===== src/rtl/assert_macros.svh =====
// assertion helpers used by the core, clocked on clk with rst_n as the reset
`ifndef ASSERT_MACROS_SVH
`define ASSERT_MACROS_SVH

// property checked on every clock edge outside reset
`define CPT_ASSERT(lbl, prop) \
    lbl: assert property (@(posedge clk) disable iff (!rst_n) prop) \
        else $error("cpt check failed");

// condition now implies consequence on the next edge
`define CPT_ASSERT_NEXT(lbl, ante, cons) \
    lbl: assert property (@(posedge clk) disable iff (!rst_n) (ante) |=> (cons)) \
        else $error("cpt sequence check failed");

`endif


===== src/rtl/cpt_pkg.sv =====
package cpt_pkg;

    // multiplier partial product slice width
    localparam int CH = 32;

    // voronoi region of the query point
    typedef enum logic [2:0] {
        REG_A,
        REG_B,
        REG_C,
        REG_AB,
        REG_AC,
        REG_BC,
        REG_IN
    } region_t;

    // latency of cpt_mul for operand widths wa and wb
    function automatic int mul_lat(input int wa, input int wb);
        return ((wa + CH - 1) / CH) * ((wb + CH - 1) / CH) + 2;
    endfunction

endpackage


===== src/rtl/cpt_mul.sv =====
module cpt_mul import cpt_pkg::*; #(
    parameter int WA = 33,
    parameter int WB = 33
) (
    input  logic                  clk,
    input  logic                  en,
    input  logic signed [WA-1:0]  a,
    input  logic signed [WB-1:0]  b,
    output logic signed [WA+WB-1:0] p
);

    localparam int NA = (WA + CH - 1) / CH;
    localparam int NB = (WB + CH - 1) / CH;
    localparam int NP = NA * NB;
    localparam int PW = WA + WB;
    localparam int AW = NA * CH;
    localparam int BW = NB * CH;

    logic [WA-1:0] abs_a;
    logic [WB-1:0] abs_b;
    logic [AW-1:0] ma_reg  [NP];
    logic [BW-1:0] mb_reg  [NP];
    logic          neg_reg [NP+1];
    logic [PW-1:0] acc_reg [NP+1];
    logic signed [PW-1:0] p_reg;

    assign abs_a = a[WA-1] ? WA'(-a) : WA'(a);
    assign abs_b = b[WB-1] ? WB'(-b) : WB'(b);

    // magnitudes and product sign
    always_ff @(posedge clk)
    begin
        if (en)
        begin
            ma_reg[0]  <= AW'(abs_a);
            mb_reg[0]  <= BW'(abs_b);
            neg_reg[0] <= a[WA-1] ^ b[WB-1];
            acc_reg[0] <= '0;
        end
    end

    // one slice product accumulated per stage
    for (genvar k = 0; k < NP; k++)
    begin : g_pp
        localparam int I = k / NB;
        localparam int J = k % NB;
        logic [2*CH-1:0]  pp;
        logic [AW+BW-1:0] sh;

        assign pp = ma_reg[k][I*CH +: CH] * mb_reg[k][J*CH +: CH];
        assign sh = (AW+BW)'(pp) << ((I + J) * CH);

        always_ff @(posedge clk)
        begin
            if (en)
            begin
                acc_reg[k+1] <= acc_reg[k] + sh[PW-1:0];
                neg_reg[k+1] <= neg_reg[k];
            end
        end

        if (k + 1 < NP)
        begin : g_fwd
            always_ff @(posedge clk)
            begin
                if (en)
                begin
                    ma_reg[k+1] <= ma_reg[k];
                    mb_reg[k+1] <= mb_reg[k];
                end
            end
        end
    end

    always_ff @(posedge clk)
    begin
        if (en)
        begin
            p_reg <= neg_reg[NP] ? -signed'(acc_reg[NP]) : signed'(acc_reg[NP]);
        end
    end

    assign p = p_reg;

endmodule


===== config.mk =====
export PLATFORM = sky130hd
export DESIGN_NAME = cpt_mul
export DESIGN_NICKNAME = d
export VERILOG_FILES = /design/src/rtl/assert_macros.svh /design/src/rtl/cpt_pkg.sv /design/src/rtl/cpt_mul.sv
export SDC_FILE = /design/constraint.sdc
export NUM_CORES = 2
export LEC_CHECK = 0
export BUFFER_PORTS_ARGS = -buffer_cell sky130_fd_sc_hd__buf_2
export CAP_MARGIN = 20
export CORE_UTILIZATION = 40
export CTS_CLUSTER_SIZE = 40
export DETAILED_ROUTE_END_ITERATION = 8
export PLACE_DENSITY = 0.53
export SLEW_MARGIN = 10
export SYNTH_ARGS = -nofsm -noshare
export SYNTH_HDL_FRONTEND = slang
export SYNTH_SLANG_ARGS = --single-unit

===== constraint.sdc =====
create_clock -name clk -period 8.3 [get_ports clk]
set_input_delay 0.83 -clock clk [delete_from_list [all_inputs] [get_ports clk]]
set_output_delay 0.83 -clock clk [all_outputs]
set_load 0.005 [all_outputs]

Word level (Yosys, flattened, before mapping):

Memory sizes are Yosys's and may differ from the RTL's.
Index checks and enable logic that the tools add are counted.

* flip-flop bits (word level): 66
* memory bits (writable): 847
* input port bits: 68
* output and inout port bits: 66
* word-level logic and storage cells: 22
* memories kept: 4

* add/sub/neg operators: 7
* multiply operators: 4
* muxes and demuxes: 5
* bitwise operators: 1

Memory list
* acc_reg: words 5, width 66, read ports 5, clocked after memory_dff 0, wr ports 5, RTL line cpt_mul.sv:24 `logic [PW-1:0] acc_reg [NP+1];`
* ma_reg: words 4, width 64, read ports 4, clocked after memory_dff 0, wr ports 4, RTL line cpt_mul.sv:21 `logic [AW-1:0] ma_reg [NP];`
* mb_reg: words 4, width 64, read ports 4, clocked after memory_dff 0, wr ports 4, RTL line cpt_mul.sv:22 `logic [BW-1:0] mb_reg [NP];`
* neg_reg: words 5, width 1, read ports 5, clocked after memory_dff 0, wr ports 5, RTL line cpt_mul.sv:23 `logic neg_reg [NP+1];`

Operators by type and width (count)
* $add A66 B66 Y66: 3
* $mul A32 B32 Y34: 2
* $add A66 B64 Y66: 1
* $mux W33: 2
* $mux W66: 1
* $neg A33 Y33: 2
* $neg A66 Y66: 1
* $mul A32 B32 Y64: 1
* $mul A32 B32 Y2: 1
* $mux W1: 2
* $xor A1 B1 Y1: 1

Depth between registers and ports, before layout:

An unclocked memory read counts as a cell.

* word-level depth: 3
* mapped depth: 30
* gate-level depth less buffers: 28

Worst setup path after synthesis:

No wires, ideal clock.

* kind: register to register
* start: memory mb_reg[0][8] (netlist bit)
* end: memory acc_reg[1][65] (netlist bit), data pin
* setup time: 0.261 ns
* arrival time: 7.384 ns
* data required time: 8.039 ns
* slack: 0.655 ns
* cell stages (with the launch flop): 27
* buffers on the path: 2
* period minus slack after synthesis: 7.645 ns
* cell sequence: edfxtp_1 -> clkbuf_1 -> and2_1 -> fa_1 -> fa_1 -> inv_1 -> fa_1 -> fa_1 -> inv_1 -> fa_1 -> fa_1 -> fa_1 -> inv_1 -> fa_1 -> inv_1 -> ha_1 -> clkbuf_1 -> a211o_1 -> a31o_2 -> a2111oi_0 -> o21ai_0 -> a31oi_1 -> o21ai_0 -> a21oi_1 -> o31a_1 -> o21ai_0 -> xnor2_1

RTL lines (RTL line)
* from (decl): cpt_mul.sv:22
* to (decl): cpt_mul.sv:24

==> results.toml <==
[status]
status = "finished, final reports clean"

[critical_path]
critPathKind = "flop to flop"
worstReg2RegStart = "ma_reg[0][20]"
crit_buf_inv = 5
startpoint = "ma_reg[0][20]"
cp_slowest_cell = "fa_1"
required_ps = 8660
cp_common_cell = "fa_1"
critical-path-top-delay-family = "adder cells"
worstPathArrival_ps = 8380
critPathMaxStageDelay_ps = 590
critPathLaunchType = "flop"
critPathMaxFanout = 16
cp-end-kind = "flop"

[yosys]
synth_nets = 6405
synth.distinct_cells = 66
seq_area_frac_synth = 0.2760
netlist_instances = 5096
synth_edf_count = 503
async_flop_share = 0
synth-seq-cells = 503
synth_area_per_cell_sq_um = 10.74
synthFlopType = "edfxtp_1"
syn_area_sq_um = 54720
yosys_warnings = 0

[cts]
clk_path_buf_depth = 3
numCtsBuffers = 55
clock-sinks = 503
clk_pin_slew_ps = 60
worstSkewPairLatency_ps = 650
cts_root_buf = "clkbuf_16"
cts_hold_buf = 0
cts.htree.levels = 2
cts_tree = "built"

[run]
cap_violations = 0

[layout]
nFillCells = 12860
fin_cells = 7077
multi_input_area_sq_um = 35370
ff_latch_area_sq_um = 15100
largest_register_ffs = 264
nets = 6554
drive_gt1_frac = 0.08447
area_growth_pct = 11.16

[worst_hold_path]
worstHoldStart = "mb_reg[1][22]"
min_path_type = "flop to flop"

[placed_design]
portBuffers = 133
dp_hpwl_microns = 109800
gp_congestion = 0.8990
placed_cells = 6957

[floorplan]
ios = 134
die_w_microns = 371.9
die_h_microns = 371.9
row_count = 135
initial_utilization = 0.4035
die-area_sq_um = 138300
coreArea_sq_um = 135600

[timing]
finalCritPeriodShare = 0.9668
rsz0062_at_grt = "no"
skew_ps = 44.06
setup_viol = 0
fmax_ghz = 0.1246
hold_viol = 0
period_minus_slack_ps = 8025
tightest_slew_ps = 1035
slew_viol_final = 0
slew_headroom = 0.3097

[drt]
postRouteAntennaNets = 0
drt_first_iter_violations = 2586
route.detailed.drc = 0
via_count = 35600
via_per_inst = 5.030
wl_microns = 138500
drt-pass1-iter-count = 5
wire_per_inst_microns = 19.57

[global_routing]
grt_max_degree = 199
track_usage = 0.2068
overflow = 0
first_global_vias = 38100
antenna_found_initial = 21
grt_pass1_wl_microns = 220300
-- synthesized netlist by cell type (all sizes together), types with 19 or more instances --
cell type / n / share of area
nand2: 554 / 0.038
nand4: 19 / 0.0022
a21o: 85 / 0.012
fa: 900 / 0.33
o21ai: 101 / 0.0092
inv: 899 / 0.062
nor2: 73 / 0.0051
or4: 25 / 0.0036
a21oi: 130 / 0.012
xor2: 48 / 0.0077
nand3: 30 / 0.0027
or3: 27 / 0.0031
o21bai: 19 / 0.0026
and2: 665 / 0.076
o31ai: 42 / 0.0058
clkbuf: 238 / 0.016
edfxtp: 503 / 0.28
xnor2: 199 / 0.032
ha: 341 / 0.078
-- through the flow --
step	setup slack, ps	utilization	setup TNS (ps)	area, sq um	hold WS, ps
after floorplan	654.5	-	0	54730	400.3
after global placement	-3.010	0.4333	-3.010	58780	401.5
after detailed placement	-0.2904	0.4333	-0.2904	58780	404.5
after CTS	8.378	0.4473	0	60680	352.6
after global routing	23.99	0.4484	0	60820	372.7
final	275.4	0.4485	0	60830	383.7
-- worst paths after layout --
kind / slack (ps) / depth (start not counted) / endpoint
hold / removal: 380 / 0 / mb_reg[2][22]
setup / recovery: 280 / 25 / acc_reg[1][54]
setup reg to reg: 280 / 25 / acc_reg[1][54]
hold reg to reg: 380 / 0 / mb_reg[2][22]
-- cells in the final DEF, fill, tap and decap left out, types with 54 or more instances in the layout --
master and count:
edfxtp_1 503, o21ai_0 97, and2_1 664, clkbuf_16 55
a21o_1 85, ha_1 341, a21oi_1 129, buf_12 54
fa_1 900, buf_4 144, nand2_1 553, buf_2 132
inv_1 899, nor2_1 72, xnor2_1 199
-- routing by layer --
layer / routed length [microns] / track usage / vias to the layer above
li1: - / - / 16300
met3: 9443 / 0.02759 / 164
met5: 0 / 0 / -
met1: 65570 / 0.3095 / 18100
met4: 2930 / 0.04579 / 0
met2: 60550 / 0.3184 / 1041
-- layout make-up --
cell class                 count  share of cell area
inverter                     899             0.05547
clock buffer                  65             0.02324
timing repair buffer         332             0.04683
clock inverter                39            0.008001
antenna                        4           0.0001645
tap                         1781             0.03663
multi-input combinational   3454              0.5814
sequential                   503              0.2483
-- logic make-up (layout without fill, tap and decap cells) --
family	count (synthesis)	count (layout)	synth area share
compound gates	489	489	0.05807
fa+ha+maj	1241	1241	0.4072
other cells	0	4	0
xor+xnor	247	247	0.03953
simple gates	1477	1477	0.1409
buf+inv	1139	1335	0.07826
flops	503	503	0.2760
-- timing repair --
action / 4_1_cts / 5_1_grt
setup endpoints to repair: 0 / 10
endpoints found under the hold margin: 0 / 0
gates resized for setup: 0 / 12
buffers inserted: 0 / 12
Power is not shown: default switching activity piles up to over one toggle a cycle in this logic, so the estimate is an artifact.
